[config.mk]
export PLATFORM = sky130hd
export DESIGN_NAME = actr_queue
export DESIGN_NICKNAME = d
export VERILOG_FILES = /design/src/sv/actr_pkg.sv /design/src/sv/actr_queue.sv
export SDC_FILE = /design/constraint.sdc
export NUM_CORES = 1
export LEC_CHECK = 0
export BUFFER_PORTS_ARGS = -buffer_cell sky130_fd_sc_hd__buf_4
export CORE_AREA = 4 4 83 54
export CTS_BUF_LIST = sky130_fd_sc_hd__clkbuf_8 sky130_fd_sc_hd__clkbuf_16
export CTS_CLUSTER_SIZE = 28
export DETAILED_ROUTE_END_ITERATION = 12
export DIE_AREA = 0 0 87 58
export PLACE_DENSITY = 0.52
export SLEW_MARGIN = 20
export SYNTH_ARGS = -nofsm -noshare
export SYNTH_HDL_FRONTEND = slang
export SYNTH_SLANG_ARGS = --single-unit
[constraint.sdc]
create_clock -name clk -period 3.9 [get_ports clk]
set_input_delay 1.17 -clock clk [delete_from_list [all_inputs] [get_ports clk]]
set_output_delay 1.17 -clock clk [all_outputs]
set_load 0.005 [all_outputs]
[src/sv/actr_pkg.sv]
// ----------------------------------------------------------------------------
// actr_pkg
// Shared types, constants and AES helper functions for the CTR byte cipher.
// ----------------------------------------------------------------------------
`default_nettype none
package actr_pkg;

  localparam logic [1:0] REG_KEY_HIGH   = 2'd0;
  localparam logic [1:0] REG_KEY_LOW    = 2'd1;
  localparam logic [1:0] REG_NONCE_HIGH = 2'd2;
  localparam logic [1:0] REG_NONCE_LOW  = 2'd3;

  typedef struct packed {
    logic [7:0] data;
    logic       last;
    logic       start;
    logic       new_block;
  } item_t;

  typedef enum logic [1:0] {
    ENG_IDLE,
    ENG_KEY,
    ENG_ROUND
  } eng_state_t;

  function automatic logic [7:0] sbox(input logic [7:0] v);
    logic [7:0] r;
    unique case (v)
      8'h00: r=8'h63; 8'h01: r=8'h7c; 8'h02: r=8'h77; 8'h03: r=8'h7b;
      8'h04: r=8'hf2; 8'h05: r=8'h6b; 8'h06: r=8'h6f; 8'h07: r=8'hc5;
      8'h08: r=8'h30; 8'h09: r=8'h01; 8'h0a: r=8'h67; 8'h0b: r=8'h2b;
      8'h0c: r=8'hfe; 8'h0d: r=8'hd7; 8'h0e: r=8'hab; 8'h0f: r=8'h76;
      8'h10: r=8'hca; 8'h11: r=8'h82; 8'h12: r=8'hc9; 8'h13: r=8'h7d;
      8'h14: r=8'hfa; 8'h15: r=8'h59; 8'h16: r=8'h47; 8'h17: r=8'hf0;
      8'h18: r=8'had; 8'h19: r=8'hd4; 8'h1a: r=8'ha2; 8'h1b: r=8'haf;
      8'h1c: r=8'h9c; 8'h1d: r=8'ha4; 8'h1e: r=8'h72; 8'h1f: r=8'hc0;
      8'h20: r=8'hb7; 8'h21: r=8'hfd; 8'h22: r=8'h93; 8'h23: r=8'h26;
      8'h24: r=8'h36; 8'h25: r=8'h3f; 8'h26: r=8'hf7; 8'h27: r=8'hcc;
      8'h28: r=8'h34; 8'h29: r=8'ha5; 8'h2a: r=8'he5; 8'h2b: r=8'hf1;
      8'h2c: r=8'h71; 8'h2d: r=8'hd8; 8'h2e: r=8'h31; 8'h2f: r=8'h15;
      8'h30: r=8'h04; 8'h31: r=8'hc7; 8'h32: r=8'h23; 8'h33: r=8'hc3;
      8'h34: r=8'h18; 8'h35: r=8'h96; 8'h36: r=8'h05; 8'h37: r=8'h9a;
      8'h38: r=8'h07; 8'h39: r=8'h12; 8'h3a: r=8'h80; 8'h3b: r=8'he2;
      8'h3c: r=8'heb; 8'h3d: r=8'h27; 8'h3e: r=8'hb2; 8'h3f: r=8'h75;
      8'h40: r=8'h09; 8'h41: r=8'h83; 8'h42: r=8'h2c; 8'h43: r=8'h1a;
      8'h44: r=8'h1b; 8'h45: r=8'h6e; 8'h46: r=8'h5a; 8'h47: r=8'ha0;
      8'h48: r=8'h52; 8'h49: r=8'h3b; 8'h4a: r=8'hd6; 8'h4b: r=8'hb3;
      8'h4c: r=8'h29; 8'h4d: r=8'he3; 8'h4e: r=8'h2f; 8'h4f: r=8'h84;
      8'h50: r=8'h53; 8'h51: r=8'hd1; 8'h52: r=8'h00; 8'h53: r=8'hed;
      8'h54: r=8'h20; 8'h55: r=8'hfc; 8'h56: r=8'hb1; 8'h57: r=8'h5b;
      8'h58: r=8'h6a; 8'h59: r=8'hcb; 8'h5a: r=8'hbe; 8'h5b: r=8'h39;
      8'h5c: r=8'h4a; 8'h5d: r=8'h4c; 8'h5e: r=8'h58; 8'h5f: r=8'hcf;
      8'h60: r=8'hd0; 8'h61: r=8'hef; 8'h62: r=8'haa; 8'h63: r=8'hfb;
      8'h64: r=8'h43; 8'h65: r=8'h4d; 8'h66: r=8'h33; 8'h67: r=8'h85;
      8'h68: r=8'h45; 8'h69: r=8'hf9; 8'h6a: r=8'h02; 8'h6b: r=8'h7f;
      8'h6c: r=8'h50; 8'h6d: r=8'h3c; 8'h6e: r=8'h9f; 8'h6f: r=8'ha8;
      8'h70: r=8'h51; 8'h71: r=8'ha3; 8'h72: r=8'h40; 8'h73: r=8'h8f;
      8'h74: r=8'h92; 8'h75: r=8'h9d; 8'h76: r=8'h38; 8'h77: r=8'hf5;
      8'h78: r=8'hbc; 8'h79: r=8'hb6; 8'h7a: r=8'hda; 8'h7b: r=8'h21;
      8'h7c: r=8'h10; 8'h7d: r=8'hff; 8'h7e: r=8'hf3; 8'h7f: r=8'hd2;
      8'h80: r=8'hcd; 8'h81: r=8'h0c; 8'h82: r=8'h13; 8'h83: r=8'hec;
      8'h84: r=8'h5f; 8'h85: r=8'h97; 8'h86: r=8'h44; 8'h87: r=8'h17;
      8'h88: r=8'hc4; 8'h89: r=8'ha7; 8'h8a: r=8'h7e; 8'h8b: r=8'h3d;
      8'h8c: r=8'h64; 8'h8d: r=8'h5d; 8'h8e: r=8'h19; 8'h8f: r=8'h73;
      8'h90: r=8'h60; 8'h91: r=8'h81; 8'h92: r=8'h4f; 8'h93: r=8'hdc;
      8'h94: r=8'h22; 8'h95: r=8'h2a; 8'h96: r=8'h90; 8'h97: r=8'h88;
      8'h98: r=8'h46; 8'h99: r=8'hee; 8'h9a: r=8'hb8; 8'h9b: r=8'h14;
      8'h9c: r=8'hde; 8'h9d: r=8'h5e; 8'h9e: r=8'h0b; 8'h9f: r=8'hdb;
      8'ha0: r=8'he0; 8'ha1: r=8'h32; 8'ha2: r=8'h3a; 8'ha3: r=8'h0a;
      8'ha4: r=8'h49; 8'ha5: r=8'h06; 8'ha6: r=8'h24; 8'ha7: r=8'h5c;
      8'ha8: r=8'hc2; 8'ha9: r=8'hd3; 8'haa: r=8'hac; 8'hab: r=8'h62;
      8'hac: r=8'h91; 8'had: r=8'h95; 8'hae: r=8'he4; 8'haf: r=8'h79;
      8'hb0: r=8'he7; 8'hb1: r=8'hc8; 8'hb2: r=8'h37; 8'hb3: r=8'h6d;
      8'hb4: r=8'h8d; 8'hb5: r=8'hd5; 8'hb6: r=8'h4e; 8'hb7: r=8'ha9;
      8'hb8: r=8'h6c; 8'hb9: r=8'h56; 8'hba: r=8'hf4; 8'hbb: r=8'hea;
      8'hbc: r=8'h65; 8'hbd: r=8'h7a; 8'hbe: r=8'hae; 8'hbf: r=8'h08;
      8'hc0: r=8'hba; 8'hc1: r=8'h78; 8'hc2: r=8'h25; 8'hc3: r=8'h2e;
      8'hc4: r=8'h1c; 8'hc5: r=8'ha6; 8'hc6: r=8'hb4; 8'hc7: r=8'hc6;
      8'hc8: r=8'he8; 8'hc9: r=8'hdd; 8'hca: r=8'h74; 8'hcb: r=8'h1f;
      8'hcc: r=8'h4b; 8'hcd: r=8'hbd; 8'hce: r=8'h8b; 8'hcf: r=8'h8a;
      8'hd0: r=8'h70; 8'hd1: r=8'h3e; 8'hd2: r=8'hb5; 8'hd3: r=8'h66;
      8'hd4: r=8'h48; 8'hd5: r=8'h03; 8'hd6: r=8'hf6; 8'hd7: r=8'h0e;
      8'hd8: r=8'h61; 8'hd9: r=8'h35; 8'hda: r=8'h57; 8'hdb: r=8'hb9;
      8'hdc: r=8'h86; 8'hdd: r=8'hc1; 8'hde: r=8'h1d; 8'hdf: r=8'h9e;
      8'he0: r=8'he1; 8'he1: r=8'hf8; 8'he2: r=8'h98; 8'he3: r=8'h11;
      8'he4: r=8'h69; 8'he5: r=8'hd9; 8'he6: r=8'h8e; 8'he7: r=8'h94;
      8'he8: r=8'h9b; 8'he9: r=8'h1e; 8'hea: r=8'h87; 8'heb: r=8'he9;
      8'hec: r=8'hce; 8'hed: r=8'h55; 8'hee: r=8'h28; 8'hef: r=8'hdf;
      8'hf0: r=8'h8c; 8'hf1: r=8'ha1; 8'hf2: r=8'h89; 8'hf3: r=8'h0d;
      8'hf4: r=8'hbf; 8'hf5: r=8'he6; 8'hf6: r=8'h42; 8'hf7: r=8'h68;
      8'hf8: r=8'h41; 8'hf9: r=8'h99; 8'hfa: r=8'h2d; 8'hfb: r=8'h0f;
      8'hfc: r=8'hb0; 8'hfd: r=8'h54; 8'hfe: r=8'hbb; 8'hff: r=8'h16;
      default: r = 8'h00;
    endcase
    return r;
  endfunction

  function automatic logic [7:0] xtime(input logic [7:0] v);
    return v[7] ? ({v[6:0], 1'b0} ^ 8'h1b) : {v[6:0], 1'b0};
  endfunction

  // Next round constant: doubling in GF(2^8) gives 01..80, 1b, 36.
  function automatic logic [7:0] next_rcon(input logic [7:0] v);
    return xtime(v);
  endfunction

  // Byte i of a 128-bit big-endian block sits in bits 127-8i .. 120-8i.
  function automatic logic [7:0] blk_byte(input logic [127:0] b, input logic [3:0] i);
    return b[8'd127 - {i, 3'b000} -: 8];
  endfunction

  // Next round key from the previous one.
  function automatic logic [127:0] key_step(input logic [127:0] k, input logic [7:0] rc);
    logic [31:0] w0, w1, w2, w3, t;
    w0 = k[127:96]; w1 = k[95:64]; w2 = k[63:32]; w3 = k[31:0];
    t = {sbox(w3[23:16]) ^ rc, sbox(w3[15:8]), sbox(w3[7:0]), sbox(w3[31:24])};
    w0 = w0 ^ t;
    w1 = w1 ^ w0;
    w2 = w2 ^ w1;
    w3 = w3 ^ w2;
    return {w0, w1, w2, w3};
  endfunction

  // SubBytes, ShiftRows and optionally MixColumns; round key added by caller.
  function automatic logic [127:0] aes_round(input logic [127:0] s, input logic mix);
    logic [7:0] tmp [16];
    logic [7:0] a0, a1, a2, a3, all;
    logic [127:0] r;
    for (int c = 0; c < 4; c++) begin
      for (int i = 0; i < 4; i++) begin
        tmp[c*4+i] = sbox(blk_byte(s, 4'(((c + i) & 3) * 4 + i)));
      end
    end
    for (int c = 0; c < 4; c++) begin
      a0 = tmp[c*4]; a1 = tmp[c*4+1]; a2 = tmp[c*4+2]; a3 = tmp[c*4+3];
      if (mix) begin
        all = a0 ^ a1 ^ a2 ^ a3;
        r[127-32*c -: 8]  = a0 ^ all ^ xtime(a0 ^ a1);
        r[119-32*c -: 8]  = a1 ^ all ^ xtime(a1 ^ a2);
        r[111-32*c -: 8]  = a2 ^ all ^ xtime(a2 ^ a3);
        r[103-32*c -: 8]  = a3 ^ all ^ xtime(a3 ^ a0);
      end else begin
        r[127-32*c -: 32] = {a0, a1, a2, a3};
      end
    end
    return r;
  endfunction

endpackage
`default_nettype wire

[src/sv/actr_queue.sv]
// ----------------------------------------------------------------------------
// actr_queue
// Two-entry word queue between the front and the back.
// ----------------------------------------------------------------------------
`default_nettype none
module actr_queue (
  input  wire logic           clk,
  input  wire logic           rst,
  input  wire actr_pkg::item_t push_item,
  input  wire logic           push,
  output logic                full,
  output actr_pkg::item_t     pop_item,
  output logic                not_empty,
  input  wire logic           pop
);
  import actr_pkg::*;

  item_t      slots [2];
  logic       wr_ptr, rd_ptr;
  logic [1:0] count;

  assign full      = count == 2'd2;
  assign not_empty = count != 2'd0;
  assign pop_item  = slots[rd_ptr];

  always_ff @(posedge clk) begin
    if (push) slots[wr_ptr] <= push_item;
  end

  always_ff @(posedge clk) begin
    if (rst) begin
      wr_ptr <= 1'b0;
      rd_ptr <= 1'b0;
      count  <= 2'd0;
    end else begin
      if (push) wr_ptr <= !wr_ptr;
      if (pop)  rd_ptr <= !rd_ptr;
      count <= count + 2'(push) - 2'(pop);
    end
  end

  a_no_over: assert property (@(posedge clk) disable iff (rst)
    !(push && full)) else $error("queue overflow");
  a_no_under: assert property (@(posedge clk) disable iff (rst)
    !(pop && !not_empty)) else $error("queue underflow");
  a_count: assert property (@(posedge clk) disable iff (rst)
    count <= 2'd2) else $error("queue count out of range");

endmodule
`default_nettype wire

==> metrics.yaml, run 1 <==
final_layout:
  fin_nets: 104
  fin_area_um2: 1360
  area_growth_pct: 28.9
  n_antenna_cell: 0
  layout-drive-gt1-share: 0.488
  fillers: 350
place:
  placed_area_um2: 1310
  pre_cts_slack_ns: 1.44
  place.gp.congestion: 0.690
  dp_hpwl_um: 1220
  io_buffers: 27
yosys:
  synth_top_cell_area_share: 0.628
  synth_area_leaders: "edfxtp_1 63%, mux2_4 14%, dfxtp_1 9.5%"
  syn_area_per_cell_um2: 19.1
  synth_top_family_by_area: "multiplexers"
  synthCells: 55
  ys.flop_type: "edfxtp_1"
  yosysMostFrequentCell: "edfxtp_1"
  syn_area_um2: 1050
  synth_xor_area_frac: 0.0380
  synthSimpleGateAreaFrac: 0.0440
  synth_fa_ha_area_frac: 0.0238
  synth_top_cell_by_area: "edfxtp_1"
  synth_compound_area_frac: 0
  ys_ff_latch: 27
  synthDistinctLibCells: 13
  yosysWarningCount: 0
  synth_mux_area_frac: 0.153
  synth_edf_count: 22
  synth_nets: 72
  synth-seq-area-share: 0.723
  synth-async-reset-ratio: 0
  netlist_top_cells_count: "22 x edfxtp_1, 10 x mux2_4, 5 x dfxtp_1"
global_route:
  grt_max_degree: 16
  track_usage: 0.0694
  first_global_vias: 508
  grt_pass1_wl_um: 2630
  antenna_found_initial: 0
  grt_overflow: 0
timing:
  post-route-period-util: 0.703
  fin_skew_ns: 0.00984
  rsz0062_at_grt: "false"
  relSlewSlack: 0.529
  tns_ns: 0
  finalCriticalPeriod_ns: 2.74
  setup_viol: 0
  finalHoldViolCount: 0
  drv_slew: 0
  worstMarginPinSlew_ns: 0.705
  max_freq_mhz: 365
  layout_setup_ws_ns: 1.16
critical_path:
  worstSetupStartpointType: "register"
  rrSetupSlack_ns: 2.52
  critPathCaptureType: "output pin"
  r2r_cells: 6
  worstPathRequired_ns: 2.73
  worstReg2RegEnd: "count[1]"
  max_stage_delay_ns: 0.79
  crit_arrival_ns: 1.57
  worstPathCellList: "mux2_1 -> buf_4"
  path_class: "register to output pin"
  r2r-start: "count[0]"
  crit_path_end: "pop_item[10]"
  critical_path.max_fanout: 11
  critPathSlowestCell: "dfxtp_1"
floorplanning:
  die-width_um: 87
  core_area_um2: 3640
  io_pins: 28
  initial_core_util: 0.289
  dieArea_um2: 5050
  row_count: 17
  die_h_um: 58
route:
  dr.max_layer_used: "met3"
  vias: 516
  drt_iter0_drc: 15
  vias_per_cell: 3.88
  drt_wl_total_um: 1650
  antenna_left: 0
  drc: 0
  drt-pass1-iter-count: 2
  met1_length_um: 785
  drt-wirelength-per-cell_um: 12.4
  wl_met3_um: 176
  wl_met2_um: 687
clock_tree:
  cts_resized: 0
  htreeDepth: 1
  tritoncts: "done"
  post-cts-setup-buffer-count: 0
  numCtsBuffers: 3
  clkLatencyLatePin_ns: 0.27
  root_buffer: "clkbuf_8"
  clk_path_buf_depth: 2
  cts.sinks: 27
  cts.clk_slew.worst_paths_ns: 0.09
  cts_hold_buf: 0
status:
  status: "finished, final reports clean"
job:
  maxCapViolations: 0
power_and_ir_drop:
  leakagePower_nw: 0.549
  irDropWorstVdd_mv: 0.166
  total_power_w: 0.000600
  power.density_nw_per_um2: 442
hold_path:
  hold_path.class: "register to register"
worst min path at each step:
stage          startpoint  endpoint  slack, ns  depth (start not counted)
6_report           rd_ptr  register       0.52                          2
5_1_grt            rd_ptr    rd_ptr       0.59                          2
4_1_cts            rd_ptr  register       0.53                          2
3_5_place_dp       rd_ptr  register       0.51                          2
3_3_place_gp       rd_ptr    rd_ptr       0.50                          2
2_1_floorplan      rd_ptr  register       0.48                          2
layer usage:
metal | vias to the layer above | track usage
li1 | 260 | -
met1 | 237 | 0.0934
met2 | 19 | 0.103
met3 | 0 | 0.0369
met4 | 0 | 0.00667
met5 | - | 0
flip-flops by register name (all words and copies together) (netlist names), named ones only:
signal,flops
count,2
rd_ptr,1
slots,22
wr_ptr,1
cells in the final DEF, fill, tap and decap left out:
master    netlist  final
xnor2_1         2      2
nor2_1          4      4
and2_1          1      1
dfxtp_1         5      5
ha_1            2      2
mux2_1          1      1
nor2b_1         3      3
or2_1           1      1
mux2_4         10     10
inv_1           2      2
buf_4           0     28
clkbuf_8        0      3
xnor3_1         1      1
edfxtp_1       22     22
clkinv_2        0      1
logic make-up (layout without fill, tap and decap cells):
kind of cell | Yosys count | in the layout
muxes | 11 | 11
adders and majority gates | 2 | 2
xor gates and xnor gates | 3 | 3
buffers and inverters | 3 | 34
and+or+nand+nor | 9 | 9
DFF | 27 | 27
per-stage QoR:
step | hold slack (ns) | instances | utilization
detailed placement | 0.508 | 129 | 0.360
floorplan | 0.480 | 55 | -
global placement | 0.500 | 129 | 0.360
global route | 0.592 | 133 | 0.373
finish | 0.518 | 133 | 0.373
CTS | 0.530 | 133 | 0.373
critical path, delay by kind of cell (launching register included):
kind,cells,cell delay [ns]
buffers and inverters,1,0.14
DFF,1,0.79
muxes,1,0.38
cell type report:
type / count / area (µm²) / share of cell area
Clock buffer: 3 / 41.3 / 0.0304
Inverter: 2 / 7.51 / 0.00554
Sequential cell: 27 / 761 / 0.561
Multi-Input combinational cell: 25 / 273 / 0.201
Timing Repair Buffer: 28 / 210 / 0.155
Clock inverter: 1 / 5.00 / 0.00369
Tap cell: 47 / 58.8 / 0.0434
where the power goes:
| group | leakage, nW | internal, W | switching [W] | total, W |
|---|---|---|---|---|
| clock network | 0.0255 | 0.0000713 | 0.0000786 | 0.000150 |
| logic | 0.275 | 0.0000684 | 0.0000326 | 0.000101 |
| registers | 0.248 | 0.000335 | 0.0000141 | 0.000349 |
No activity file was read; power rests on OpenSTA's default activity.
==> run 2, diff against run 1 <==
==> constraint.sdc (replaced) <==
create_clock -name clk -period 2.8 [get_ports clk]
set_input_delay 0.84 -clock clk [delete_from_list [all_inputs] [get_ports clk]]
set_output_delay 0.84 -clock clk [all_outputs]
set_load 0.005 [all_outputs]
==> run 2 against run 1 <==
Net effect:
- clock power is 35% higher
- sequential share of layout area is 0.26 points lower
- die area stayed put
- clock skew is 0.0090 ns lower
- clock-buffer cell count stayed put
- total power is 38% higher
- critical endpoint is now pop_item[4]
- largest power group unchanged
==> metrics.yaml, run 2 (synthesis gave the netlist of run 1 again) <==
status:
  status: "finished, final reports clean"
critical_path:
  critical_path.max_fanout: 7
  cpLargestDelayFamily: "flip-flops"
  crit_arrival_ns: 1.44
  critPathSlowestCell: "dfxtp_1"
  worstPathCellList: "buf_4 -> mux2_4 -> buf_4"
  max_stage_delay_ns: 0.48
  path_class: "register to output pin"
  crit_buf_inv: 2
  worstSetupStartpointType: "register"
  critPathCaptureType: "output pin"
  worstPathRequired_ns: 1.96
  path_common_cell: "buf_4"
clock_tree:
  numCtsBuffers: 3
  root_buffer: "clkbuf_8"
  cts.sinks: 27
  post-cts-setup-buffer-count: 0
  clk_path_buf_depth: 2
  tritoncts: "done"
  clkLatencyLatePin_ns: 0.26
  cts_hold_buf: 0
  cts_resized: 0
  htreeDepth: 1
  cts.clk_slew.worst_paths_ns: 0.08
global_route:
  antenna_found_initial: 0
  grt_max_degree: 15
  grt_pass1_wl_um: 2550
  grt_overflow: 0
  track_usage: 0.0676
  first_global_vias: 555
final_layout:
  layout.cells.non_filler: 134
  top_regs: "slots (22), count (2)"
  final_common_cell: "buf_4"
  regMostFlops: "slots"
  fin_nets: 105
  largest_reg_flops: 22
  final_core_util: 0.375
  fillers: 352
  n_antenna_cell: 0
  layout-drive-gt1-share: 0.483
  final_cell_mix: "29 x buf_4, 22 x edfxtp_1, 10 x mux2_4"
  area_growth_pct: 29.5
place:
  place.gp.congestion: 0.687
  dp_hpwl_um: 1230
  io_buffers: 27
  place_inst: 130
job:
  maxCapViolations: 0
route:
  antenna_left: 0
  drt_wl_total_um: 1630
  drc: 0
  drt-pass1-iter-count: 2
  drt-wirelength-per-cell_um: 12.2
  vias: 525
  drt_iter0_drc: 30
  vias_per_cell: 3.92
power_and_ir_drop:
  power.density_nw_per_um2: 610
  irDropWorstVdd_mv: 0.287
  leakagePower_nw: 0.555
timing:
  tns_ns: 0
  max_freq_mhz: 438
  relSlewSlack: 0.638
  rsz0062_at_grt: "false"
  fin_skew_ns: 0.000831
  setup_viol: 0
  post-route-period-util: 0.815
  worstMarginPinSlew_ns: 0.542
  finalCriticalPeriod_ns: 2.28
  finalHoldViolCount: 0
  drv_slew: 0
floorplanning:
  row_count: 17
  io_pins: 28
  dieArea_um2: 5050
  core_area_um2: 3640
  die-width_um: 87
  initial_core_util: 0.289
  die_h_um: 58
hold_path:
  hold_path.class: "register to register"
[run 2: changes by cell type in the layout (fill, tap and decap cells not counted)]
| cell | change |
|---|---|
| buf_4 | +1 |
| inv_1 | +1 |
| clkinv_2 | -1 |
[run 2: worst paths after layout]
path	startpoint	end	slack (ns)	cells after the start
worst max-delay path	register	pop_item[4]	0.52	3
worst max register to register	count[0]	count[1]	1.44	6
worst min-delay path	rd_ptr	register	0.52	2
worst min register to register	rd_ptr	register	0.52	2
[run 2: area by class of cell]
class | instances | area [µm²] | share of cell area
multi-input combinational | 25 | 273 | 0.200
clock inverter | 1 | 3.75 | 0.00275
timing repair buffer | 29 | 218 | 0.160
clock buffer | 3 | 41.3 | 0.0303
tap | 47 | 58.8 | 0.0432
sequential | 27 | 761 | 0.558
inverter | 2 | 7.51 | 0.00551
[run 2: routing by layer]
layer	wire length, µm	GRT usage
met5	0	0
met4	0	0.00667
met3	163	0.0384
met2	741	0.109
met1	729	0.0819
[run 2: where the power goes]
| group | total (W) | internal, W | leakage (nW) | switching (W) |
|---|---|---|---|---|
| logic | 0.000147 | 0.0000967 | 0.280 | 0.0000505 |
| registers | 0.000481 | 0.000467 | 0.248 | 0.0000141 |
| clock network | 0.000203 | 0.0000978 | 0.0269 | 0.000105 |
| total | 0.000831 | 0.000661 | 0.555 | 0.000170 |
[run 2: metrics by stage]
stage	hold WS (ns)	setup slack [ns]	area, µm²	total power (W)
6_report	0.520	0.518	1360	0.000831
3_3_place_gp	0.501	0.803	1320	0.000638
3_5_place_dp	0.506	0.771	1320	0.000642
5_1_grt	0.553	0.427	1360	0.000876
2_1_floorplan	0.480	1.02	1050	0.000569
4_1_cts	0.527	0.466	1360	0.000845
[run 2: tightest hold or removal path: stages, from the launching register on]
cell and delay (ns):
dfxtp_1 0.33, xnor2_1 0.08, nor2_1 0.08
