File: config.mk
export PLATFORM = sky130hd
export DESIGN_NAME = actr_front
export DESIGN_NICKNAME = d
export VERILOG_FILES = /design/src/sv/actr_pkg.sv /design/src/sv/actr_front.sv
export SDC_FILE = /design/constraint.sdc
export NUM_CORES = 1
export LEC_CHECK = 0
export CAP_MARGIN = 20
export CORE_AREA = 2 2 39 41
export DETAILED_ROUTE_END_ITERATION = 10
export DIE_AREA = 0 0 41 43
export DONT_BUFFER_PORTS = 1
export GPL_ROUTABILITY_DRIVEN = 0
export SYNTH_ARGS = -nofsm -noshare
export SYNTH_HDL_FRONTEND = slang
export SYNTH_SLANG_ARGS = --single-unit
File: constraint.sdc
create_clock -name clk -period 1.4 [get_ports clk]
set_input_delay 0.14 -clock clk [delete_from_list [all_inputs] [get_ports clk]]
set_output_delay 0.14 -clock clk [all_outputs]
set_load 0.005 [all_outputs]
File: src/sv/actr_pkg.sv
// ----------------------------------------------------------------------------
// actr_pkg
// Shared types, constants and AES helper functions for the CTR byte cipher.
// ----------------------------------------------------------------------------
`default_nettype none
package actr_pkg;

  localparam logic [1:0] REG_KEY_HIGH   = 2'd0;
  localparam logic [1:0] REG_KEY_LOW    = 2'd1;
  localparam logic [1:0] REG_NONCE_HIGH = 2'd2;
  localparam logic [1:0] REG_NONCE_LOW  = 2'd3;

  typedef struct packed {
    logic [7:0] data;
    logic       last;
    logic       start;
    logic       new_block;
  } item_t;

  typedef enum logic [1:0] {
    ENG_IDLE,
    ENG_KEY,
    ENG_ROUND
  } eng_state_t;

  function automatic logic [7:0] sbox(input logic [7:0] v);
    logic [7:0] r;
    unique case (v)
      8'h00: r=8'h63; 8'h01: r=8'h7c; 8'h02: r=8'h77; 8'h03: r=8'h7b;
      8'h04: r=8'hf2; 8'h05: r=8'h6b; 8'h06: r=8'h6f; 8'h07: r=8'hc5;
      8'h08: r=8'h30; 8'h09: r=8'h01; 8'h0a: r=8'h67; 8'h0b: r=8'h2b;
      8'h0c: r=8'hfe; 8'h0d: r=8'hd7; 8'h0e: r=8'hab; 8'h0f: r=8'h76;
      8'h10: r=8'hca; 8'h11: r=8'h82; 8'h12: r=8'hc9; 8'h13: r=8'h7d;
      8'h14: r=8'hfa; 8'h15: r=8'h59; 8'h16: r=8'h47; 8'h17: r=8'hf0;
      8'h18: r=8'had; 8'h19: r=8'hd4; 8'h1a: r=8'ha2; 8'h1b: r=8'haf;
      8'h1c: r=8'h9c; 8'h1d: r=8'ha4; 8'h1e: r=8'h72; 8'h1f: r=8'hc0;
      8'h20: r=8'hb7; 8'h21: r=8'hfd; 8'h22: r=8'h93; 8'h23: r=8'h26;
      8'h24: r=8'h36; 8'h25: r=8'h3f; 8'h26: r=8'hf7; 8'h27: r=8'hcc;
      8'h28: r=8'h34; 8'h29: r=8'ha5; 8'h2a: r=8'he5; 8'h2b: r=8'hf1;
      8'h2c: r=8'h71; 8'h2d: r=8'hd8; 8'h2e: r=8'h31; 8'h2f: r=8'h15;
      8'h30: r=8'h04; 8'h31: r=8'hc7; 8'h32: r=8'h23; 8'h33: r=8'hc3;
      8'h34: r=8'h18; 8'h35: r=8'h96; 8'h36: r=8'h05; 8'h37: r=8'h9a;
      8'h38: r=8'h07; 8'h39: r=8'h12; 8'h3a: r=8'h80; 8'h3b: r=8'he2;
      8'h3c: r=8'heb; 8'h3d: r=8'h27; 8'h3e: r=8'hb2; 8'h3f: r=8'h75;
      8'h40: r=8'h09; 8'h41: r=8'h83; 8'h42: r=8'h2c; 8'h43: r=8'h1a;
      8'h44: r=8'h1b; 8'h45: r=8'h6e; 8'h46: r=8'h5a; 8'h47: r=8'ha0;
      8'h48: r=8'h52; 8'h49: r=8'h3b; 8'h4a: r=8'hd6; 8'h4b: r=8'hb3;
      8'h4c: r=8'h29; 8'h4d: r=8'he3; 8'h4e: r=8'h2f; 8'h4f: r=8'h84;
      8'h50: r=8'h53; 8'h51: r=8'hd1; 8'h52: r=8'h00; 8'h53: r=8'hed;
      8'h54: r=8'h20; 8'h55: r=8'hfc; 8'h56: r=8'hb1; 8'h57: r=8'h5b;
      8'h58: r=8'h6a; 8'h59: r=8'hcb; 8'h5a: r=8'hbe; 8'h5b: r=8'h39;
      8'h5c: r=8'h4a; 8'h5d: r=8'h4c; 8'h5e: r=8'h58; 8'h5f: r=8'hcf;
      8'h60: r=8'hd0; 8'h61: r=8'hef; 8'h62: r=8'haa; 8'h63: r=8'hfb;
      8'h64: r=8'h43; 8'h65: r=8'h4d; 8'h66: r=8'h33; 8'h67: r=8'h85;
      8'h68: r=8'h45; 8'h69: r=8'hf9; 8'h6a: r=8'h02; 8'h6b: r=8'h7f;
      8'h6c: r=8'h50; 8'h6d: r=8'h3c; 8'h6e: r=8'h9f; 8'h6f: r=8'ha8;
      8'h70: r=8'h51; 8'h71: r=8'ha3; 8'h72: r=8'h40; 8'h73: r=8'h8f;
      8'h74: r=8'h92; 8'h75: r=8'h9d; 8'h76: r=8'h38; 8'h77: r=8'hf5;
      8'h78: r=8'hbc; 8'h79: r=8'hb6; 8'h7a: r=8'hda; 8'h7b: r=8'h21;
      8'h7c: r=8'h10; 8'h7d: r=8'hff; 8'h7e: r=8'hf3; 8'h7f: r=8'hd2;
      8'h80: r=8'hcd; 8'h81: r=8'h0c; 8'h82: r=8'h13; 8'h83: r=8'hec;
      8'h84: r=8'h5f; 8'h85: r=8'h97; 8'h86: r=8'h44; 8'h87: r=8'h17;
      8'h88: r=8'hc4; 8'h89: r=8'ha7; 8'h8a: r=8'h7e; 8'h8b: r=8'h3d;
      8'h8c: r=8'h64; 8'h8d: r=8'h5d; 8'h8e: r=8'h19; 8'h8f: r=8'h73;
      8'h90: r=8'h60; 8'h91: r=8'h81; 8'h92: r=8'h4f; 8'h93: r=8'hdc;
      8'h94: r=8'h22; 8'h95: r=8'h2a; 8'h96: r=8'h90; 8'h97: r=8'h88;
      8'h98: r=8'h46; 8'h99: r=8'hee; 8'h9a: r=8'hb8; 8'h9b: r=8'h14;
      8'h9c: r=8'hde; 8'h9d: r=8'h5e; 8'h9e: r=8'h0b; 8'h9f: r=8'hdb;
      8'ha0: r=8'he0; 8'ha1: r=8'h32; 8'ha2: r=8'h3a; 8'ha3: r=8'h0a;
      8'ha4: r=8'h49; 8'ha5: r=8'h06; 8'ha6: r=8'h24; 8'ha7: r=8'h5c;
      8'ha8: r=8'hc2; 8'ha9: r=8'hd3; 8'haa: r=8'hac; 8'hab: r=8'h62;
      8'hac: r=8'h91; 8'had: r=8'h95; 8'hae: r=8'he4; 8'haf: r=8'h79;
      8'hb0: r=8'he7; 8'hb1: r=8'hc8; 8'hb2: r=8'h37; 8'hb3: r=8'h6d;
      8'hb4: r=8'h8d; 8'hb5: r=8'hd5; 8'hb6: r=8'h4e; 8'hb7: r=8'ha9;
      8'hb8: r=8'h6c; 8'hb9: r=8'h56; 8'hba: r=8'hf4; 8'hbb: r=8'hea;
      8'hbc: r=8'h65; 8'hbd: r=8'h7a; 8'hbe: r=8'hae; 8'hbf: r=8'h08;
      8'hc0: r=8'hba; 8'hc1: r=8'h78; 8'hc2: r=8'h25; 8'hc3: r=8'h2e;
      8'hc4: r=8'h1c; 8'hc5: r=8'ha6; 8'hc6: r=8'hb4; 8'hc7: r=8'hc6;
      8'hc8: r=8'he8; 8'hc9: r=8'hdd; 8'hca: r=8'h74; 8'hcb: r=8'h1f;
      8'hcc: r=8'h4b; 8'hcd: r=8'hbd; 8'hce: r=8'h8b; 8'hcf: r=8'h8a;
      8'hd0: r=8'h70; 8'hd1: r=8'h3e; 8'hd2: r=8'hb5; 8'hd3: r=8'h66;
      8'hd4: r=8'h48; 8'hd5: r=8'h03; 8'hd6: r=8'hf6; 8'hd7: r=8'h0e;
      8'hd8: r=8'h61; 8'hd9: r=8'h35; 8'hda: r=8'h57; 8'hdb: r=8'hb9;
      8'hdc: r=8'h86; 8'hdd: r=8'hc1; 8'hde: r=8'h1d; 8'hdf: r=8'h9e;
      8'he0: r=8'he1; 8'he1: r=8'hf8; 8'he2: r=8'h98; 8'he3: r=8'h11;
      8'he4: r=8'h69; 8'he5: r=8'hd9; 8'he6: r=8'h8e; 8'he7: r=8'h94;
      8'he8: r=8'h9b; 8'he9: r=8'h1e; 8'hea: r=8'h87; 8'heb: r=8'he9;
      8'hec: r=8'hce; 8'hed: r=8'h55; 8'hee: r=8'h28; 8'hef: r=8'hdf;
      8'hf0: r=8'h8c; 8'hf1: r=8'ha1; 8'hf2: r=8'h89; 8'hf3: r=8'h0d;
      8'hf4: r=8'hbf; 8'hf5: r=8'he6; 8'hf6: r=8'h42; 8'hf7: r=8'h68;
      8'hf8: r=8'h41; 8'hf9: r=8'h99; 8'hfa: r=8'h2d; 8'hfb: r=8'h0f;
      8'hfc: r=8'hb0; 8'hfd: r=8'h54; 8'hfe: r=8'hbb; 8'hff: r=8'h16;
      default: r = 8'h00;
    endcase
    return r;
  endfunction

  function automatic logic [7:0] xtime(input logic [7:0] v);
    return v[7] ? ({v[6:0], 1'b0} ^ 8'h1b) : {v[6:0], 1'b0};
  endfunction

  // Next round constant: doubling in GF(2^8) gives 01..80, 1b, 36.
  function automatic logic [7:0] next_rcon(input logic [7:0] v);
    return xtime(v);
  endfunction

  // Byte i of a 128-bit big-endian block sits in bits 127-8i .. 120-8i.
  function automatic logic [7:0] blk_byte(input logic [127:0] b, input logic [3:0] i);
    return b[8'd127 - {i, 3'b000} -: 8];
  endfunction

  // Next round key from the previous one.
  function automatic logic [127:0] key_step(input logic [127:0] k, input logic [7:0] rc);
    logic [31:0] w0, w1, w2, w3, t;
    w0 = k[127:96]; w1 = k[95:64]; w2 = k[63:32]; w3 = k[31:0];
    t = {sbox(w3[23:16]) ^ rc, sbox(w3[15:8]), sbox(w3[7:0]), sbox(w3[31:24])};
    w0 = w0 ^ t;
    w1 = w1 ^ w0;
    w2 = w2 ^ w1;
    w3 = w3 ^ w2;
    return {w0, w1, w2, w3};
  endfunction

  // SubBytes, ShiftRows and optionally MixColumns; round key added by caller.
  function automatic logic [127:0] aes_round(input logic [127:0] s, input logic mix);
    logic [7:0] tmp [16];
    logic [7:0] a0, a1, a2, a3, all;
    logic [127:0] r;
    for (int c = 0; c < 4; c++) begin
      for (int i = 0; i < 4; i++) begin
        tmp[c*4+i] = sbox(blk_byte(s, 4'(((c + i) & 3) * 4 + i)));
      end
    end
    for (int c = 0; c < 4; c++) begin
      a0 = tmp[c*4]; a1 = tmp[c*4+1]; a2 = tmp[c*4+2]; a3 = tmp[c*4+3];
      if (mix) begin
        all = a0 ^ a1 ^ a2 ^ a3;
        r[127-32*c -: 8]  = a0 ^ all ^ xtime(a0 ^ a1);
        r[119-32*c -: 8]  = a1 ^ all ^ xtime(a1 ^ a2);
        r[111-32*c -: 8]  = a2 ^ all ^ xtime(a2 ^ a3);
        r[103-32*c -: 8]  = a3 ^ all ^ xtime(a3 ^ a0);
      end else begin
        r[127-32*c -: 32] = {a0, a1, a2, a3};
      end
    end
    return r;
  endfunction

endpackage
`default_nettype wire

File: src/sv/actr_front.sv
// ----------------------------------------------------------------------------
// actr_front
// Accepts bytes, tracks block position and message start, tags each word.
// ----------------------------------------------------------------------------
`default_nettype none
module actr_front (
  input  wire logic           clk,
  input  wire logic           rst,
  input  wire logic           in_valid,
  output logic                in_ready,
  input  wire logic [7:0]     data_byte,
  input  wire logic           last_byte,
  output actr_pkg::item_t     q_item,
  output logic                q_push,
  input  wire logic           q_full
);
  import actr_pkg::*;

  logic       at_start;
  logic [3:0] pos;
  logic       acc;

  assign in_ready = !q_full;
  assign acc      = in_valid && in_ready;
  assign q_push   = acc;

  always_comb begin
    q_item.data      = data_byte;
    q_item.last      = last_byte;
    q_item.start     = at_start;
    q_item.new_block = at_start || (pos == 4'd0);
  end

  always_ff @(posedge clk) begin
    if (rst) begin
      at_start <= 1'b1;
      pos      <= 4'd0;
    end else if (acc) begin
      at_start <= last_byte;
      pos      <= (last_byte || at_start) ? (last_byte ? 4'd0 : 4'd1) : pos + 4'd1;
    end
  end

  a_start_pos: assert property (@(posedge clk) disable iff (rst)
    at_start |-> pos == 4'd0) else $error("position not cleared at message start");
  a_last_clears: assert property (@(posedge clk) disable iff (rst)
    (acc && last_byte) |=> (at_start && pos == 4'd0)) else $error("last byte did not restart");
  a_push_acc: assert property (@(posedge clk) disable iff (rst)
    q_push |-> !q_full) else $error("push into full queue");

endmodule
`default_nettype wire

==> metrics.md, run 1 <==
| Metric | Value |
|---|---|
| Clk_lat worst skew | roughly 0.25 ns |
| Slew margin rel. | between 80% and 90% |
| Final hold vios | 0 |
| Total Routing Usage GR | between 8 and 9% |
| TritonCTS clock tree | done |
| Port buffer count | 0 |
| Global route overflow | 0 |
| # resized after CTS | 0 |
| Die X | between 40 and 50 um |
| Mapped Cells | 45 |
| H-Tree Depth | 1 |
| Routed wire length | 610 um |
| Critical Path AT | roughly 1.4 ns |
| Fin area | approximately 330 um2 |
| Vias in the first global route | 226 |
| Die Footprint | ~0.0018 mm2 |
| Core Area | around 0.0014 mm2 |
| DR iter-0 viols | 1 |
| Area added between synthesis and finish | -5.45% |
| Vias post-DR | ~260 |
| Outcome | complete, no violations |
| Pwr dens | between 1000 and 1500 mW/mm2 |
| Slew Viols, Final | 0 |
| Share of layout cells above drive strength 1 | 7.50% |
| Largest net degree at the start of global routing | 8 |
| CTS buffer count | 3 |
| CP required | 1.58 ns |
| DRC violations left | 0 |
| Std cell rows | 14 |
| Worst setup EP type | flip-flop |
| Kind of critical path | reg2reg |
| Min Tclk post-route | approximately 1.2 ns |
| Nets | 56 |
| Initial Util | between 20% and 30% |
| Post-DP HPWL | roughly 470 um |
| ANT nets after route | 0 |
| Share of the yosys chip area belonging to registers | ~29% |
| Vias per cell | 4.63 |
| Max cap viols | 0 |
| Synth Register Bits | 5 |
| Yosys warns | 0 |
| Worst setup SP type | flip-flop |
| Syn nets | 60 |
| IO Pins | 26 |
| CTS sink cnt | 5 |
| Worst-path fanout max | 4 |
| # diodes | 0 |
| Clock tree buffer depth | 2 |
| Max frequency | between 0.8 and 0.9 GHz |
| Filler Cells Inserted | 155 |
| Initial antenna violation count | 0 |
| Placed cell areas | just under 300 um2 |
| Wire per inst | ~11 um |
| First-pass GRT wire length | between 800 and 900 um |
| Part of the cycle the worst path needs | 85.1% |
| DR pass1 iterations | 2 |
| RSZ-0062 raised after global routing | no |
| Worst-path clk slew | 0.04 ns |
| Netlist Area Pre-Place | between 300 and 400 um2 |
| Worst VDD drop | 0.000390 V |
| Final setup violation count | 0 |
| Setup TNS | 0 ns |
| Static leakage | ~0.13 nW |
| Skew final | 0.000865 ns |
| Synthesized area per cell | roughly 7.6 um2 |
| Min-Delay Path Class | in2reg |
| Chip height | between 40 and 50 um |
| Slew @ Worst Pin | about 0.26 ns |
| Clock root cell | clkbuf_4 |
| Post-synth cell types | 14 |
## report_power, final
| group | total [mW] | internal (mW) | leakage, nW | switching, mW |
|---|---|---|---|---|
| registers | 0.150 | 0.146 | 0.0406 | 0.00406 |
| logic | 0.0230 | 0.00872 | 0.0741 | 0.0142 |
| clock network | 0.172 | 0.108 | 0.0150 | 0.0642 |
| total | 0.346 | 0.263 | 0.130 | 0.0825 |
## flip-flops by register name, summed over array words and instances, names as in the netlist
register	cells
pos	4
at_start	1
## worst paths after layout
kind / startpoint / to / slack [ns] / cells after the start
max: pos[3] / pos[3] / 0.21 / 3
min: last_byte / at_start / 0.02 / 1
max reg2reg: pos[3] / pos[3] / 0.21 / 3
min reg2reg: pos[1] / pos[1] / 0.49 / 2
## stage by stage
stage                     instances  utilization [%]  hold slack (ns)  setup slack, ns  power, mW
final                            56             23.5           0.0171            0.208      0.346
after global routing             56             23.5           0.0121            0.128      0.367
after CTS                        56             23.5          0.00810            0.203      0.356
after detailed placement         51             20.9            0.213            0.215      0.172
after global placement           51             20.9            0.212            0.233      0.172
after floorplan                  45                -            0.209            0.272      0.191
## final cells by class
cell class / count / area, um2 / share of cell area (%)
Clock buffer: 4 / 26.3 / 8.08
Inverter: 5 / 18.8 / 5.77
Multi-Input combinational cell: 25 / 150 / 46.2
Sequential cell: 5 / 100 / 30.8
Tap cell: 16 / 20.0 / 6.15
Timing Repair Buffer: 1 / 10.0 / 3.08
## cell usage in the layout (no fill, tap or decap)
master / instances
nand4b_1: 1
a211o_1: 2
a31oi_1: 1
or3_1: 2
dlygate4sd3_1: 1
inv_1: 5
clkbuf_4: 3
nor4b_1: 1
nand2_1: 5
nor2_1: 3
dfxtp_1: 5
ha_1: 2
nand2b_1: 1
a21oi_1: 4
clkbuf_1: 1
nand3_1: 3
## kinds of logic after synthesis
family                     after synthesis  share of synthesized area (%)
and+or+nand+nor                         16                           23.6
DFF                                      5                           29.1
buffers and inverters                   15                           27.3
AOI/OAI and AO/OA                        7                           12.7
adders and majority gates                2                           7.27
## cells in the mapped netlist
cell / instances / area (um2)
ha_1: 2 / 25.0
or3_1: 2 / 12.5
a211o_1: 2 / 17.5
nand2b_1: 1 / 6.26
nand3_1: 3 / 15.0
nor2_1: 3 / 11.3
a31oi_1: 1 / 6.26
nand2_1: 5 / 18.8
a21oi_1: 4 / 20.0
buf_4: 10 / 75.1
dfxtp_1: 5 / 100
inv_1: 5 / 18.8
nor4b_1: 1 / 8.76
nand4b_1: 1 / 8.76
## repair_timing
item	in CTS	in global routing
buffers inserted	0	0
hold endpoints to repair	5	0
hold buffers	1	0
## routing by layer
| metal | vias to the layer above | global-route usage, % | routed length [um] |
|---|---|---|---|
| li1 | 130 | - | - |
| met1 | 115 | 7.64 | 263 |
| met2 | 11 | 10.9 | 236 |
| met3 | 3 | 11.0 | 97 |
| met4 | 0 | 4.00 | 13 |
| met5 | - | 0 | 0 |
## critical path, cell delays in order, from the launching register on
cell and delay [ns]:
dfxtp_1 0.33, or3_1 0.36, or3_1 0.32, a31oi_1 0.12
Note: power is estimated with default switching activity, not from simulation.
==> run 2: changes to the inputs <==
Settings changed: SETUP_SLACK_MARGIN set to 0.5.
==> run 2 against run 1 <==
  * Sequential cell count stayed put
  * Die area unchanged
  * Register-to-register slack about the same
  * Utilization rose by 3.7 points
  * Cell area is 16% higher
  * First-iteration DRC count rose to 6.0 times the previous value
  * Clock power is essentially flat
  * Final cell count rose by 3.6%
  * Global-route usage rose by 2.2 points
  * Non-clock buffer count is 2 higher
  * Maximum frequency decreased by 0.58%
  * Total power grew 2.0%
==> metrics.md, run 2 (synthesis results as in run 1) <==
| Metric | Value |
|---|---|
| Design internal power | roughly 0.27 mW |
| ANT nets after route | 0 |
| Routed wire length | between 700 and 800 um |
| CP max stage cell | or3_1 |
| Sw Ratio | 24.3% |
| Final hold slack | a little over 0.009 ns |
| First-pass GRT wire length | 1120 um |
| Slew @ Worst Pin | approximately 0.24 ns |
| Min-Delay Path Class | in2reg |
| Worst setup SP type | flip-flop |
| Most frequent cells in the layout | nand2_1 (5), inv_1 (3), nor2_1 (3), a21oi_1 (3), clkbuf_4 (3) |
| Final setup violation count | 0 |
| # diodes | 0 |
| Largest net degree at the start of global routing | 7 |
| IO Pins | 26 |
| DR pass1 iterations | 4 |
| Worst VDD drop | ~0.00036 V |
| Hold endpoint | at_start |
| Worst r2r src | pos[3] |
| Reg2reg path depth | 3 |
| Worst setup EP type | flip-flop |
| Hold Path Stages | 1 |
| Pwr dens | just over 900 mW/mm2 |
| Worst path max stage delay | roughly 0.36 ns |
| Critical Path AT | 1.37 ns |
| Slew margin rel. | roughly 84% |
| CP Cell Sequence | or3_1, or3_1, a31oi_1 |
| Chip height | around 43 um |
| Nets | 58 |
| Share of layout cells above drive strength 1 | between 30 and 40% |
| Filler Cells Inserted | between 150 and 200 |
| Final hold vios | 0 |
| CP required | roughly 1.6 ns |
| Most used cell, CP | or3_1 |
| Global route overflow | 0 |
| Setup TNS | 0 ns |
| Clock tree buffer depth | 2 |
| Area added between synthesis and finish | 9.45% |
| Dpl cells | 52 |
| Std cell rows | 14 |
| Slew Viols, Final | 0 |
| WP buf/inv | 0 |
| CTS buffer count | 3 |
| Vias per cell | 4.81 |
| R2R setup slack | between 0.2 and 0.25 ns |
| Min Tclk post-route | 1.20 ns |
| Clk_lat worst skew | around 0.25 ns |
| CTS sink cnt | 5 |
| Vias in the first global route | roughly 250 |
| Kind of critical path | reg2reg |
| Max frequency | between 0.8 and 0.9 GHz |
| Cell family with most CP delay | simple AND/OR/NAND/NOR gates |
| Hold Crit Start | last_byte |
| Flop pwr share | 42.5% |
| Worst-path fanout max | 4 |
| Die X | 41 um |
| Commonest non-fill, non-tap cell in the layout | nand2_1 |
| Fin cells | just under 60 |
| Initial antenna violation count | 0 |
| Vias post-DR | ~280 |
| Initial Util | 24.9% |
| Die Footprint | about 0.0018 mm2 |
| Number of flip-flops in the largest register | 4 |
| Core Area | roughly 0.0014 mm2 |
| Wire per inst | 13.0 um |
| Clock root cell | clkbuf_4 |
| Clock power frac | ~49% |
| DRC violations left | 0 |
| Worst-path clk slew | around 0.050 ns |
| Skew final | roughly 0.0045 ns |
| Largest Register | pos |
| Static leakage | between 0.1 and 0.15 nW |
| DR iter-0 viols | 6 |
| Power share of the combinational group | between 8 and 9% |
| TritonCTS clock tree | done |
| Part of the cycle the worst path needs | approximately 86% |
| Max cap viols | 0 |
| Port buffer count | 0 |
| Total Routing Usage GR | a little over a tenth |
| RSZ-0062 raised after global routing | yes |
| H-Tree Depth | 1 |
| Largest regs | pos: 4 flops, at_start: 1 flops |
| Post-DP HPWL | approximately 560 um |
| Critical R2R Capture | pos[3] |
| Switch Pwr | approximately 0.086 mW |
| Outcome | complete, no violations |
## run 2: cell types whose count changed in the layout (fill, tap and decap cells not counted), moves of 2 or more
cell / change
dfxtp_1: -3
inv_1: -2
inv_2: +2
buf_4: +2
dfxtp_2: +2
ha_1: -2
## run 2: stage by stage
step	cell area, um2	util [%]	power (mW)	setup WS (ns)
after floorplan	354	-	0.191	0.272
after global placement	307	22.2	0.175	0.233
after detailed placement	307	22.2	0.175	0.211
after CTS	344	24.9	0.358	0.217
after global routing	377	27.2	0.375	0.174
final	377	27.2	0.352	0.201
## run 2: worst max-delay path by stage
stage / startpoint / end / slack, ns / cells after the start
5_1_grt: pos[3] / pos[3] / 0.17 / 3
2_1_floorplan: pos[3] / pos[3] / 0.27 / 3
4_1_cts: pos[3] / pos[3] / 0.22 / 3
6_report: pos[3] / pos[3] / 0.20 / 3
3_3_place_gp: at_start / pos[3] / 0.23 / 3
3_5_place_dp: at_start / pos[3] / 0.21 / 3
## run 2: cell type report
class,count,area [um2],area share (%)
repair buffers,3,25.0,6.64
flip-flops and latches,5,106,28.2
well taps,16,20.0,5.32
inverters,5,18.8,4.98
clock buffers,4,26.3,6.98
multi-input cells,25,180,47.8
## run 2: metal layers
metal,global-route usage (%),part of all wire (%)
met1,12.1,38
met2,11.3,44
met3,11.0,16
met4,8.67,1.9
met5,0,0
## run 2: power groups by stage
stage	sequential [mW]	clock, mW	combinational [mW]
finish	0.150	0.171	0.0315
global route	0.150	0.189	0.0350
CTS	0.151	0.181	0.0259
detailed placement	0.154	0	0.0216
global placement	0.153	0	0.0216
floorplan	0.152	0	0.0390
## run 2: worst reg2reg max path, delay by kind of cell (launching register included)
| family | cells | cell delay (ns) |
|---|---|---|
| AND/OR/NAND/NOR | 2 | 0.67 |
| flip-flops | 1 | 0.33 |
| AO/OA/AOI/OAI | 1 | 0.13 |
## run 2: repair_timing
| item | 4_1_cts | 5_1_grt |
|---|---|---|
| hold buffers | 1 | 0 |
| cloned | 0 | 0 |
| endpoints found under the setup margin | 5 | 6 |
| setup buffers | 0 | 1 |
| pin swaps | 0 | 1 |
| endpoints found under the hold margin | 5 | 0 |
| resized for setup | 1 | 7 |
